[config.mk]
export PLATFORM = sky130hd
export DESIGN_NAME = rv32im_instruction_decoder_top_flat
export DESIGN_NICKNAME = d
export VERILOG_FILES = /design/src/rtl/rvdec_pkg.sv /design/src/rtl/rvdec_if.sv /design/src/rtl/rvdec_decode.sv /design/src/rtl/rv32im_instruction_decoder_top.sv /design/src/flat_wrapper.sv
export SDC_FILE = /design/constraint.sdc
export NUM_CORES = 1
export LEC_CHECK = 0
export ABC_AREA = 0
export ABC_CLOCK_PERIOD_IN_PS = 3700
export BUFFER_PORTS_ARGS = -buffer_cell sky130_fd_sc_hd__clkbuf_2
export CORE_ASPECT_RATIO = 1.1
export CORE_MARGIN = 2
export CORE_UTILIZATION = 49
export DETAILED_ROUTE_END_ITERATION = 16
export GPL_ROUTABILITY_DRIVEN = 0
export PLACE_DENSITY_LB_ADDON = 0.15
export SLEW_MARGIN = 20
export SYNTH_ARGS = -nofsm -noshare
export SYNTH_HDL_FRONTEND = slang
export SYNTH_SLANG_ARGS = --single-unit
[constraint.sdc]
create_clock -name clk -period 3.7 [get_ports clk]
set_clock_uncertainty 0.2 [all_clocks]
set_input_delay 0.185 -clock clk [delete_from_list [all_inputs] [get_ports clk]]
set_output_delay 0.185 -clock clk [all_outputs]
set_load 0.005 [all_outputs]
[src/rtl/rvdec_pkg.sv]
// ----------------------------------------------------------------------------
// rvdec_pkg
// Shared types and constants of the RV32IM instruction decoder: status codes,
// instruction formats, major opcodes, operation numbers and the result record.
// ----------------------------------------------------------------------------
package rvdec_pkg;

  typedef enum logic [1:0] {
    ST_OK         = 2'd0,
    ST_BAD_OPCODE = 2'd1,
    ST_BAD_FUNCT  = 2'd2
  } rvdec_status_t;

  typedef enum logic [2:0] {
    FMT_R = 3'd0,
    FMT_I = 3'd1,
    FMT_S = 3'd2,
    FMT_B = 3'd3,
    FMT_U = 3'd4,
    FMT_J = 3'd5
  } rvdec_fmt_t;

  // Whole words that are matched before the opcode groups.
  localparam logic [31:0] WORD_ECALL = 32'h0000_0073;
  localparam logic [31:0] WORD_MRET  = 32'h3020_0073;

  // Major opcodes.
  localparam logic [6:0] OPC_OP     = 7'b0110011;
  localparam logic [6:0] OPC_LUI    = 7'b0110111;
  localparam logic [6:0] OPC_LOAD   = 7'b0000011;
  localparam logic [6:0] OPC_STORE  = 7'b0100011;
  localparam logic [6:0] OPC_OP_IMM = 7'b0010011;
  localparam logic [6:0] OPC_BRANCH = 7'b1100011;
  localparam logic [6:0] OPC_JALR   = 7'b1100111;
  localparam logic [6:0] OPC_AUIPC  = 7'b0010111;
  localparam logic [6:0] OPC_JAL    = 7'b1101111;
  localparam logic [6:0] OPC_SYSTEM = 7'b1110011;
  localparam logic [6:0] OPC_TRAP   = 7'b1101011;

  // funct7 values.
  localparam logic [6:0] F7_BASE = 7'b0000000;
  localparam logic [6:0] F7_ALT  = 7'b0100000;
  localparam logic [6:0] F7_MULDIV = 7'b0000001;

  // funct3 values.
  localparam logic [2:0] F3_0 = 3'd0;
  localparam logic [2:0] F3_1 = 3'd1;
  localparam logic [2:0] F3_2 = 3'd2;
  localparam logic [2:0] F3_3 = 3'd3;
  localparam logic [2:0] F3_4 = 3'd4;
  localparam logic [2:0] F3_5 = 3'd5;
  localparam logic [2:0] F3_6 = 3'd6;
  localparam logic [2:0] F3_7 = 3'd7;

  // Operation numbers.
  localparam logic [5:0] OP_ADD    = 6'd0;
  localparam logic [5:0] OP_SUB    = 6'd1;
  localparam logic [5:0] OP_XOR    = 6'd2;
  localparam logic [5:0] OP_OR     = 6'd3;
  localparam logic [5:0] OP_AND    = 6'd4;
  localparam logic [5:0] OP_SLL    = 6'd5;
  localparam logic [5:0] OP_SRL    = 6'd6;
  localparam logic [5:0] OP_SRA    = 6'd7;
  localparam logic [5:0] OP_SLT    = 6'd8;
  localparam logic [5:0] OP_SLTU   = 6'd9;
  localparam logic [5:0] OP_MUL    = 6'd10; // mul..remu follow in funct3 order
  localparam logic [5:0] OP_LUI    = 6'd18;
  localparam logic [5:0] OP_LB     = 6'd19;
  localparam logic [5:0] OP_LH     = 6'd20;
  localparam logic [5:0] OP_LW     = 6'd21;
  localparam logic [5:0] OP_LBU    = 6'd22;
  localparam logic [5:0] OP_LHU    = 6'd23;
  localparam logic [5:0] OP_SB     = 6'd24;
  localparam logic [5:0] OP_SH     = 6'd25;
  localparam logic [5:0] OP_SW     = 6'd26;
  localparam logic [5:0] OP_ADDI   = 6'd27;
  localparam logic [5:0] OP_XORI   = 6'd28;
  localparam logic [5:0] OP_ORI    = 6'd29;
  localparam logic [5:0] OP_ANDI   = 6'd30;
  localparam logic [5:0] OP_SLLI   = 6'd31;
  localparam logic [5:0] OP_SRLI   = 6'd32;
  localparam logic [5:0] OP_SRAI   = 6'd33;
  localparam logic [5:0] OP_SLTI   = 6'd34;
  localparam logic [5:0] OP_SLTI_U = 6'd35;
  localparam logic [5:0] OP_BEQ    = 6'd36;
  localparam logic [5:0] OP_BNE    = 6'd37;
  localparam logic [5:0] OP_BLT    = 6'd38;
  localparam logic [5:0] OP_BGE    = 6'd39;
  localparam logic [5:0] OP_BLTU   = 6'd40;
  localparam logic [5:0] OP_BGEU   = 6'd41;
  localparam logic [5:0] OP_JALR   = 6'd42;
  localparam logic [5:0] OP_PC_UPPER = 6'd43;
  localparam logic [5:0] OP_JAL    = 6'd44;
  localparam logic [5:0] OP_CSR_WRITE = 6'd45;
  localparam logic [5:0] OP_CSR_SET   = 6'd46;
  localparam logic [5:0] OP_CSR_CLEAR = 6'd47;
  localparam logic [5:0] OP_TRAP   = 6'd48;
  localparam logic [5:0] OP_ENV_CALL = 6'd49;
  localparam logic [5:0] OP_MRET   = 6'd50;

  typedef struct packed {
    rvdec_status_t      status;
    logic [5:0]         op_id;
    rvdec_fmt_t         format;
    logic [4:0]         rs1;
    logic [4:0]         rs2;
    logic [4:0]         rd;
    logic               reads_rs1;
    logic               reads_rs2;
    logic               rd_write;
    logic signed [31:0] imm_value;
  } rvdec_result_t;

endpackage

[src/rtl/rvdec_if.sv]
// ----------------------------------------------------------------------------
// rvdec_if
// Valid/ready channels of the decoder: instruction words in, decode results
// out. A beat moves at a rising edge where valid and ready are both high.
// ----------------------------------------------------------------------------
interface rvdec_in_if;
  logic        valid;
  logic        ready;
  logic [31:0] instr_word;

  modport source (output valid, output instr_word, input ready);
  modport sink   (input valid, input instr_word, output ready);
endinterface

interface rvdec_out_if;
  logic               valid;
  logic               ready;
  logic [1:0]         status;
  logic [5:0]         op_id;
  logic [2:0]         format;
  logic [4:0]         rs1;
  logic [4:0]         rs2;
  logic [4:0]         rd;
  logic               reads_rs1;
  logic               reads_rs2;
  logic               rd_write;
  logic signed [31:0] imm_value;

  modport source (
    output valid, output status, output op_id, output format, output rs1,
    output rs2, output rd, output reads_rs1, output reads_rs2, output rd_write,
    output imm_value, input ready
  );
  modport sink (
    input valid, input status, input op_id, input format, input rs1,
    input rs2, input rd, input reads_rs1, input reads_rs2, input rd_write,
    input imm_value, output ready
  );
endinterface

[src/rtl/rvdec_decode.sv]
// ----------------------------------------------------------------------------
// rvdec_decode
// Combinational decode of one instruction word into the result record:
// operation lookup, format, register fields, flags and immediate.
// ----------------------------------------------------------------------------
module rvdec_decode
  import rvdec_pkg::*;
(
  input  logic [31:0]   instr_word,
  output rvdec_result_t result
);

  logic [6:0]    opcode;
  logic [2:0]    funct3;
  logic [6:0]    funct7;
  rvdec_status_t status;
  logic [5:0]    op_id;
  rvdec_fmt_t    fmt;
  logic [31:0]   imm;
  logic          is_r, is_i, is_s, is_b, is_u, is_j;

  assign opcode = instr_word[6:0];
  assign funct3 = instr_word[14:12];
  assign funct7 = instr_word[31:25];

  always_comb begin
    status = ST_OK;
    op_id  = OP_ADD;
    fmt    = FMT_R;
    if (instr_word == WORD_ECALL) begin
      op_id = OP_ENV_CALL;
      fmt   = FMT_I;
    end else if (instr_word == WORD_MRET) begin
      op_id = OP_MRET;
      fmt   = FMT_I;
    end else begin
      case (opcode)
        OPC_OP: begin
          fmt = FMT_R;
          if (funct7 == F7_MULDIV) begin
            op_id = OP_MUL + {3'b000, funct3};
          end else if (funct7 == F7_BASE) begin
            case (funct3)
              F3_0:    op_id = OP_ADD;
              F3_1:    op_id = OP_SLL;
              F3_2:    op_id = OP_SLT;
              F3_3:    op_id = OP_SLTU;
              F3_4:    op_id = OP_XOR;
              F3_5:    op_id = OP_SRL;
              F3_6:    op_id = OP_OR;
              default: op_id = OP_AND;
            endcase
          end else if (funct7 == F7_ALT && funct3 == F3_0) begin
            op_id = OP_SUB;
          end else if (funct7 == F7_ALT && funct3 == F3_5) begin
            op_id = OP_SRA;
          end else begin
            status = ST_BAD_FUNCT;
          end
        end
        OPC_LUI: begin
          fmt   = FMT_U;
          op_id = OP_LUI;
        end
        OPC_LOAD: begin
          fmt = FMT_I;
          case (funct3)
            F3_0:    op_id = OP_LB;
            F3_1:    op_id = OP_LH;
            F3_2:    op_id = OP_LW;
            F3_4:    op_id = OP_LBU;
            F3_5:    op_id = OP_LHU;
            default: status = ST_BAD_FUNCT;
          endcase
        end
        OPC_STORE: begin
          fmt = FMT_S;
          case (funct3)
            F3_0:    op_id = OP_SB;
            F3_1:    op_id = OP_SH;
            F3_2:    op_id = OP_SW;
            default: status = ST_BAD_FUNCT;
          endcase
        end
        OPC_OP_IMM: begin
          fmt = FMT_I;
          case (funct3)
            F3_0: op_id = OP_ADDI;
            F3_2: op_id = OP_SLTI;
            F3_3: op_id = OP_SLTI_U;
            F3_4: op_id = OP_XORI;
            F3_6: op_id = OP_ORI;
            F3_7: op_id = OP_ANDI;
            F3_1: begin
              if (funct7 == F7_BASE) op_id = OP_SLLI;
              else                   status = ST_BAD_FUNCT;
            end
            default: begin
              if (funct7 == F7_BASE)     op_id = OP_SRLI;
              else if (funct7 == F7_ALT) op_id = OP_SRAI;
              else                       status = ST_BAD_FUNCT;
            end
          endcase
        end
        OPC_BRANCH: begin
          fmt = FMT_B;
          case (funct3)
            F3_0:    op_id = OP_BEQ;
            F3_1:    op_id = OP_BNE;
            F3_4:    op_id = OP_BLT;
            F3_5:    op_id = OP_BGE;
            F3_6:    op_id = OP_BLTU;
            F3_7:    op_id = OP_BGEU;
            default: status = ST_BAD_FUNCT;
          endcase
        end
        OPC_JALR: begin
          fmt = FMT_I;
          if (funct3 == F3_0) op_id = OP_JALR;
          else                status = ST_BAD_FUNCT;
        end
        OPC_AUIPC: begin
          fmt   = FMT_U;
          op_id = OP_PC_UPPER;
        end
        OPC_JAL: begin
          fmt   = FMT_J;
          op_id = OP_JAL;
        end
        OPC_SYSTEM: begin
          // ecall and mret were caught above as whole words.
          fmt = FMT_I;
          case (funct3)
            F3_1:    op_id = OP_CSR_WRITE;
            F3_2:    op_id = OP_CSR_SET;
            F3_3:    op_id = OP_CSR_CLEAR;
            default: status = ST_BAD_FUNCT;
          endcase
        end
        OPC_TRAP: begin
          fmt   = FMT_U;
          op_id = OP_TRAP;
        end
        default: status = ST_BAD_OPCODE;
      endcase
    end
  end

  assign is_r = (fmt == FMT_R);
  assign is_i = (fmt == FMT_I);
  assign is_s = (fmt == FMT_S);
  assign is_b = (fmt == FMT_B);
  assign is_u = (fmt == FMT_U);
  assign is_j = (fmt == FMT_J);

  always_comb begin
    case (fmt)
      FMT_I: imm = {{20{instr_word[31]}}, instr_word[31:20]};
      FMT_S: imm = {{20{instr_word[31]}}, instr_word[31:25], instr_word[11:7]};
      FMT_B: imm = {{19{instr_word[31]}}, instr_word[31], instr_word[7],
                    instr_word[30:25], instr_word[11:8], 1'b0};
      FMT_U: imm = {instr_word[31:12], 12'h000};
      FMT_J: imm = {{11{instr_word[31]}}, instr_word[31], instr_word[19:12],
                    instr_word[20], instr_word[30:21], 1'b0};
      default: imm = 32'h0000_0000;
    endcase
  end

  // A failed decode reports only its status; every other field is zero.
  always_comb begin
    if (status != ST_OK) begin
      result        = '0;
      result.status = status;
    end else begin
      result.status    = ST_OK;
      result.op_id     = op_id;
      result.format    = fmt;
      result.rs1       = instr_word[19:15];
      result.rs2       = instr_word[24:20];
      result.rd        = instr_word[11:7];
      result.reads_rs1 = is_r | is_i | is_s | is_b;
      result.reads_rs2 = is_r | is_s | is_b;
      result.rd_write  = (is_r | is_i | is_u | is_j) && (instr_word[11:7] != 5'd0);
      result.imm_value = imm;
    end
  end

endmodule

[src/rtl/rv32im_instruction_decoder_top.sv]
// ----------------------------------------------------------------------------
// rv32im_instruction_decoder_top
// RV32IM instruction decoder with an input register and a result register.
// ----------------------------------------------------------------------------
// Usage:
//   in_chan carries one 32-bit instruction word per beat; out_chan returns
//   one decode result per word, in order: status, operation number, format,
//   register fields, read/write flags and the sign-extended immediate.
//   A word is captured in the input register, decoded by one level of
//   combinational logic and captured in the result register once that
//   register is free. The decoder sustains one word per cycle while the
//   receiver does not stall; the single decode pass between the two
//   registers sets that rate.
//   When the receiver stalls, the result register holds its beat and one
//   more word can still be taken into the input register; after that
//   in_chan.ready drops until out_chan.ready returns.
//   The synchronous active-low reset empties both registers; no result is
//   shown until a new word arrives.
// ----------------------------------------------------------------------------
module rv32im_instruction_decoder_top
  import rvdec_pkg::*;
(
  input  logic       clk,
  input  logic       rst_n,
  rvdec_in_if.sink   in_chan,
  rvdec_out_if.source out_chan
);

  logic          in_valid_r;
  logic          in_valid_nxt;
  logic [31:0]   instr_r;
  logic          out_valid_r;
  logic          out_valid_nxt;
  rvdec_result_t result_r;
  rvdec_result_t dec_result;
  logic          out_free;
  logic          in_take;
  logic          advance;

  assign out_free = !out_valid_r || out_chan.ready;
  assign advance  = in_valid_r && out_free;
  assign in_chan.ready = !in_valid_r || out_free;
  assign in_take  = in_chan.valid && in_chan.ready;

  rvdec_decode u_decode (
    .instr_word (instr_r),
    .result     (dec_result)
  );

  always_comb begin
    in_valid_nxt = in_valid_r;
    if (in_take)      in_valid_nxt = 1'b1;
    else if (advance) in_valid_nxt = 1'b0;
    out_valid_nxt = out_valid_r;
    if (advance)       out_valid_nxt = 1'b1;
    else if (out_free) out_valid_nxt = 1'b0;
  end

  always_ff @(posedge clk) begin
    if (!rst_n) begin
      in_valid_r  <= 1'b0;
      out_valid_r <= 1'b0;
    end else begin
      in_valid_r  <= in_valid_nxt;
      out_valid_r <= out_valid_nxt;
    end
  end

  always_ff @(posedge clk) begin
    if (in_take) begin
      instr_r <= in_chan.instr_word;
    end
    if (advance) begin
      result_r <= dec_result;
    end
  end

  assign out_chan.valid     = out_valid_r;
  assign out_chan.status    = result_r.status;
  assign out_chan.op_id     = result_r.op_id;
  assign out_chan.format    = result_r.format;
  assign out_chan.rs1       = result_r.rs1;
  assign out_chan.rs2       = result_r.rs2;
  assign out_chan.rd        = result_r.rd;
  assign out_chan.reads_rs1 = result_r.reads_rs1;
  assign out_chan.reads_rs2 = result_r.reads_rs2;
  assign out_chan.rd_write  = result_r.rd_write;
  assign out_chan.imm_value = result_r.imm_value;

  // A word waiting in the input register moves on whenever the result slot is empty.
  a_stage_moves: assert property (@(posedge clk) disable iff (!rst_n)
    (in_valid_r && !out_valid_r) |=> out_valid_r)
    else $error("decoded word was not moved into the result register");

  // A failed decode carries no operation, flags or immediate.
  a_fail_clean: assert property (@(posedge clk) disable iff (!rst_n)
    (out_valid_r && result_r.status != ST_OK) |->
      (result_r.op_id == 6'd0 && result_r.imm_value == 32'sd0 &&
       !result_r.rd_write && !result_r.reads_rs1))
    else $error("failed decode carries nonzero fields");

  // x0 is never marked as written.
  a_no_x0_write: assert property (@(posedge clk) disable iff (!rst_n)
    (out_valid_r && result_r.rd_write) |-> (result_r.rd != 5'd0))
    else $error("rd_write set for destination x0");

  // Every format that reads rs2 also reads rs1.
  a_rs_flags: assert property (@(posedge clk) disable iff (!rst_n)
    (out_valid_r && result_r.reads_rs2) |-> result_r.reads_rs1)
    else $error("reads_rs2 without reads_rs1");

endmodule

[src/flat_wrapper.sv]
// flat-port wrapper written by rule: the top's interface ports become plain ports
module rv32im_instruction_decoder_top_flat import rvdec_pkg::*;
  (clk, rst_n, in_chan_valid, in_chan_instr_word, in_chan_ready, out_chan_valid, out_chan_status, out_chan_op_id, out_chan_format, out_chan_rs1, out_chan_rs2, out_chan_rd, out_chan_reads_rs1, out_chan_reads_rs2, out_chan_rd_write, out_chan_imm_value, out_chan_ready);
  rvdec_in_if in_chan_i ();
  rvdec_out_if out_chan_i ();
  input  logic clk;
  input  logic rst_n;
  input wire logic [$bits(in_chan_i.valid)-1:0] in_chan_valid;
  input wire logic [$bits(in_chan_i.instr_word)-1:0] in_chan_instr_word;
  output wire logic [$bits(in_chan_i.ready)-1:0] in_chan_ready;
  output wire logic [$bits(out_chan_i.valid)-1:0] out_chan_valid;
  output wire logic [$bits(out_chan_i.status)-1:0] out_chan_status;
  output wire logic [$bits(out_chan_i.op_id)-1:0] out_chan_op_id;
  output wire logic [$bits(out_chan_i.format)-1:0] out_chan_format;
  output wire logic [$bits(out_chan_i.rs1)-1:0] out_chan_rs1;
  output wire logic [$bits(out_chan_i.rs2)-1:0] out_chan_rs2;
  output wire logic [$bits(out_chan_i.rd)-1:0] out_chan_rd;
  output wire logic [$bits(out_chan_i.reads_rs1)-1:0] out_chan_reads_rs1;
  output wire logic [$bits(out_chan_i.reads_rs2)-1:0] out_chan_reads_rs2;
  output wire logic [$bits(out_chan_i.rd_write)-1:0] out_chan_rd_write;
  output wire logic [$bits(out_chan_i.imm_value)-1:0] out_chan_imm_value;
  input wire logic [$bits(out_chan_i.ready)-1:0] out_chan_ready;
  assign in_chan_i.valid = in_chan_valid;
  assign in_chan_i.instr_word = in_chan_instr_word;
  assign in_chan_ready = in_chan_i.ready;
  assign out_chan_valid = out_chan_i.valid;
  assign out_chan_status = out_chan_i.status;
  assign out_chan_op_id = out_chan_i.op_id;
  assign out_chan_format = out_chan_i.format;
  assign out_chan_rs1 = out_chan_i.rs1;
  assign out_chan_rs2 = out_chan_i.rs2;
  assign out_chan_rd = out_chan_i.rd;
  assign out_chan_reads_rs1 = out_chan_i.reads_rs1;
  assign out_chan_reads_rs2 = out_chan_i.reads_rs2;
  assign out_chan_rd_write = out_chan_i.rd_write;
  assign out_chan_imm_value = out_chan_i.imm_value;
  assign out_chan_i.ready = out_chan_ready;
  rv32im_instruction_decoder_top u_core (.clk(clk), .rst_n(rst_n), .in_chan(in_chan_i), .out_chan(out_chan_i));
endmodule
# After elaboration in Yosys (flattened, before gate mapping)

Index checks and enable logic that the tools add are counted.

Bits in registers: 95
Output and inout port bits: 63
Word-level logic and storage cells: 117

Add/subtract/negate cells: 1
Equal/unequal tests: 27
Multiplexer cells: 41
Bitwise operators: 7
Reduce and logical (&&, ||, !) cells: 26

Operator list:

| cell                 | number |
|---|---|
| $pmux 32 s5          | 1 |
| $pmux 6 s11          | 1 |
| $mux 6               | 7 |
| $pmux 6 s7           | 1 |
| $pmux 6 s6           | 1 |
| $eq 7x7->1 const B   | 5 |
| $eq 32x30->1 const B | 1 |
| $eq 32x7->1 const B  | 1 |
| $eq 7x6->1 const B   | 4 |
| $mux 2               | 14 |
| $pmux 4 s7           | 1 |
| $pmux 5 s5           | 1 |
| $eq 3x3->1 const B   | 6 |
| $pmux 6 s3           | 1 |
| $pmux 2 s8           | 1 |
| $pmux 3 s5           | 1 |
| $pmux 5 s3           | 1 |
| $eq 7x5->1 const B   | 2 |
| $eq 3x2->1 const B   | 4 |
| $mux 3               | 4 |
| $reduce_or 3->1      | 4 |
| $reduce_or 6->1      | 2 |
| $reduce_or 4->1      | 2 |
| $eq 7x1->1 const B   | 1 |
| other kinds (16)     | 35 |

# Depth between registers and ports, before layout

Word-level depth: 11
Mapped depth: 10
Depth with buffers taken out: 6

# Cells and area by module

From an unflattened synthesis, not the netlist that was laid out.

Cell total of the unflattened synthesis: 376
Area total of the unflattened synthesis: 4578.1 µm²

Modules (own cells, without submodules):

| module                         | instances | cells an instance | area an instance (µm²) | seq. area each (µm²) |
|---|---|---|---|---|
| rv32im_instruction_decoder_top | 1         | 102               | 2896.5                 | 2832.7 |
| rvdec_decode                   | 1         | 274               | 1681.6                 | 0.0 |

# Worst setup path before layout

Ideal clock, no wire load.

Kind: reg-to-reg
From: register u_core.out_valid_r, in the netlist u_core.out_chan.valid
To: register u_core.result_r, in the netlist u_core.out_chan.format[0], enable pin
Setup time: 0.488 ns
Arrival time: 3.191 ns
Path slack: -0.179 ns
Cell stages (with the launch flop): 3
Path buffers: 0
Period minus slack after synthesis: 3.879 ns
Cell sequence: dfxtp_1 -> nor2b_1 -> nor2b_1

Longest elaborated chain between the ends: 3

RTL lines:

| item                   | RTL line                             | source |
|---|---|---|
| from (decl)            | rv32im_instruction_decoder_top.sv:32 | `logic out_valid_r;` |
| from (signal assigned) | rv32im_instruction_decoder_top.sv:65 | `out_valid_r <= out_valid_nxt;` |
| $logic_not 1->1        | rv32im_instruction_decoder_top.sv:40 | `assign out_free = !out_valid_r \|\| out_chan.ready;` |
| $logic_or 1x1->1       | rv32im_instruction_decoder_top.sv:40 |  |
| $logic_and 1x1->1      | rv32im_instruction_decoder_top.sv:41 | `assign advance = in_valid_r && out_free;` |
| net u_core.advance     | rv32im_instruction_decoder_top.sv:38 | `logic advance;` |
| to (signal assigned)   | rv32im_instruction_decoder_top.sv:74 | `result_r <= dec_result;` |
| to (decl)              | rv32im_instruction_decoder_top.sv:34 | `rvdec_result_t result_r;` |

The timed path passes the listed nets, and every way through them passes these cells.
A chain may end at the register's enable or synchronous reset.

# Worst setup path after layout

From: register u_core.instr_r[2]
To: register u_core.result_r, in the netlist u_core.out_chan.imm_value[20], data pin

Longest elaborated chain between the ends: 7
Elaborated cells between the ends (all ways): 29

RTL lines:

| item                                                                | RTL line                             | source |
|---|---|---|
| from (decl)                                                         | rv32im_instruction_decoder_top.sv:31 | `logic [31:0] instr_r;` |
| from (signal assigned)                                              | rv32im_instruction_decoder_top.sv:71 | `instr_r <= in_chan.instr_word;` |
| $eq 7x7->1, or another cell as far along                            | rvdec_decode.sv:37                   | `case (opcode)` |
| $reduce_or 4->1 (no source line) or $reduce_or 3->1 (tied branches) | --                                   |  |
| $pmux 3 s5                                                          | rvdec_decode.sv:37                   |  |
| $mux 3                                                              | rvdec_decode.sv:33                   | `end else if (instr_word == WORD_MRET) begin` |
| $mux 3                                                              | rvdec_decode.sv:30                   | `if (instr_word == WORD_ECALL) begin` |
| $eq 3x3->1, or another cell as far along                            | rvdec_decode.sv:157                  | `case (fmt)` |
| $pmux 32 s5                                                         | rvdec_decode.sv:157                  |  |

Several ways; a longest one is shown, not always the timed one.

==> flow_metrics.env <==
export IMPL_status="completed"
export IMPL_hold_violations=0
export IMPL_crit_path_end_kind="register"
export IMPL_die_w_um=95.9
export IMPL_synth_top_area_share=0.614
export IMPL_htreeDepth=3
export IMPL_async_flop_share=0
export IMPL_syn2layout_area_growth_pct=26.9
export IMPL_die_h_um=105
export IMPL_relSlewSlack=0.414
export IMPL_period_minus_slack_ns=2.96
export IMPL_yosys_register_bits=95
export IMPL_tightest_slew_ns=0.877
export IMPL_grt_most_used_layer="met2"
export IMPL_p_leak_nw=2.10
export IMPL_critPathLaunchType="register"
export IMPL_peakVddDrop_v=0.000201
export IMPL_met3_usage=0.0454
export IMPL_max_cap_viol_count=0
export IMPL_grt_usage=0.221
export IMPL_cts_buffer_depth=2
export IMPL_cts_resized=0
export IMPL_dr_pass1_iters=5
export IMPL_min_period_over_period=0.799
export IMPL_synth_edf_count=93
export IMPL_final_core_util=0.644
export IMPL_cp_arrival_ns=2.96
export IMPL_antenna_found_initial=0
export IMPL_cp_cell_sequence="nand4bb_1, buf_4, or4_1, or4_4, a21oi_4, a21oi_4, buf_4, a21oi_1"
export IMPL_ios=99
export IMPL_cts_root_buf="clkbuf_8"
export IMPL_syn_nets=423
export IMPL_synth_seq_area_share=0.623
export IMPL_synth_top_area_cell="edfxtp_1"
export IMPL_nFillCells=712
export IMPL_cts_tree="done"
export IMPL_cpPeakStageDelay_ns=0.58
export IMPL_worstSkewPairLatency_ns=0.36
export IMPL_antenna_left=0
export IMPL_start_util=0.507
export IMPL_drv_slew=0
export IMPL_ys_types=60
export IMPL_dieArea_um2=10100
export IMPL_setup_tns_ns=0
export IMPL_grt_pass1_wl_um=17000
export IMPL_fp_row_count=36
export IMPL_grt_overflow_total=0
export IMPL_grt_pass1_vias=3470
export IMPL_port_buffers=98
export IMPL_num_vias=3642
export IMPL_cellPowerDensity_nw_per_um2=388
export IMPL_synthCells=386
export IMPL_required_ns=3.71
export IMPL_drc=0
export IMPL_met2_usage=0.351
export IMPL_drt_iter0_drc=217
export IMPL_use_met1=0.292
export IMPL_synth_area_leaders="edfxtp_1, nand2_1, a21oi_2"
export IMPL_cts_clk_slew_worst_paths_ns=0.09
export IMPL_cts_buffers=9
export IMPL_clkSinkCount=95
export IMPL_rsz0062_at_grt="no"
export IMPL_design_area_um2=5770
export IMPL_drt_vias_per_instance=5.71
export IMPL_max_freq_mhz=338
export IMPL_ys_warn_count=0
export IMPL_antenna_cells=0
export IMPL_core_um2=8960
export IMPL_min_path_type="in -> reg"
export IMPL_routedWlPerCell_um=17.1
export IMPL_nets=556
export IMPL_layout_commonest_cell="clkbuf_2"
export IMPL_grt_max_degree=62
export IMPL_syn_area_um2=4550
export IMPL_setup_viol_count_final=0
export IMPL_crit_type="reg -> reg"
export IMPL_drive_gt1_frac=0.311
export IMPL_avgSynthCellArea_um2=11.8
export IMPL_cp_slowest_cell="edfxtp_1"
export IMPL_drt_wl_total_um=10900
export IMPL_cp_max_fo=16
export IMPL_yosys_most_used_dff="edfxtp_1"
export IMPL_dpl_instance_area_um2=5200
export IMPL_hpwl_um=7350
export IMPL_final_cell_mix="clkbuf_2, edfxtp_1, nand2_1, dlygate4sd3_1, nor2_1"
export IMPL_power_w=0.00224
-- worst max-delay path: cells and delay by family, from the launching register on --
kind,cells,cell delay [ns]
DFF,1,0.58
and+or+nand+nor,3,1.20
buffers and inverters,2,0.39
AOI/OAI and AO/OA,3,0.43
-- power by group --
group | switching [W] | leakage (nW) | total, W | internal [W]
Clock | 0.000356 | 0.0995 | 0.000736 | 0.000380
Combinational | 0.000121 | 1.13 | 0.000224 | 0.000103
Sequential | 0.0000375 | 0.870 | 0.00128 | 0.00124
-- cell families (layout without fill, tap and decap cells) --
group	after synthesis	in the layout	share of synthesized area
DFF	95	95	0.623
adders and majority gates	1	1	0.00275
xor gates and xnor gates	1	1	0.00193
muxes	1	1	0.00220
AOI/OAI and AO/OA	89	89	0.140
buffers and inverters	34	172	0.0319
and+or+nand+nor	165	165	0.198
-- flip-flops by register name, indices dropped and copies added, names as in the netlist --
name and flops:
u_core.out_chan.rs2 5, u_core.out_chan.format 3, u_core.in_valid_r 1, u_core.out_chan.rd_write 1
u_core.instr_r 32, u_core.out_chan.status 2, u_core.out_chan.op_id 6, u_core.out_chan.rs1 5
u_core.out_chan.valid 1, u_core.out_chan.reads_rs2 1, u_core.out_chan.imm_value 32, u_core.out_chan.reads_rs1 1
u_core.out_chan.rd 5
-- layer usage --
layer,share of wire,routed length [um]
met4,0.030,325
met2,0.49,5360
met3,0.068,744
met5,0,0
met1,0.41,4490
-- timing repair --
action / 4_1_cts / 5_1_grt
endpoints found under the hold margin: 34 / 0
setup buffers: 0 / 0
hold buffers: 35 / 0
-- through the flow --
step / cells / hold slack [ns] / setup WS, ns
2_1_floorplan: 386 / 0.0839 / 1.00
3_3_place_gp: 587 / 0.163 / 0.883
3_5_place_dp: 587 / 0.164 / 0.782
4_1_cts: 638 / 0.0132 / 0.749
5_1_grt: 638 / 0.0561 / 0.563
6_report: 638 / 0.0283 / 0.744
-- cell type report --
cell class	instances	area, um2	share of cell area
Timing Repair Buffer	152	983	0.170
Clock inverter	7	95.1	0.0165
Sequential cell	95	2830	0.491
Inverter	4	15.0	0.00260
Clock buffer	9	124	0.0215
Tap cell	114	143	0.0247
Multi-Input combinational cell	257	1580	0.273
-- synth_stat cells (3+ instances only) --
library cell / instances
nor2_2: 5
nand3_1: 8
o2111ai_1: 3
nand4b_1: 4
nor4_1: 5
a21oi_2: 15
clkbuf_1: 25
a22oi_1: 3
nand3b_1: 3
or4_1: 4
nand2_1: 38
nand2b_1: 4
o21ai_0: 12
a21oi_1: 21
nor2b_1: 15
a31oi_1: 8
or3_1: 3
edfxtp_1: 93
inv_1: 4
o22ai_1: 3
and3_1: 19
or2_2: 3
o211ai_1: 4
nor2_1: 28
nor3_1: 10
-- final timing paths --
| path | start | to | slack (ns) | depth (start not counted) |
|---|---|---|---|---|
| max reg2reg | u_core.instr_r[2]$_DFFE_PP_ | u_core.out_chan.imm_value[20]$_SDFFCE_PP0P_ | 0.74 | 8 |
| min reg2reg | u_core.in_valid_r$_SDFFE_PN0P_ | u_core.in_valid_r$_SDFFE_PN0P_ | 0.36 | 2 |
| min | out_chan_ready | u_core.in_valid_r$_SDFFE_PN0P_ | 0.03 | 4 |
| max | u_core.instr_r[2]$_DFFE_PP_ | u_core.out_chan.imm_value[20]$_SDFFCE_PP0P_ | 0.74 | 8 |
Note: power is estimated with default switching activity, not from simulation.
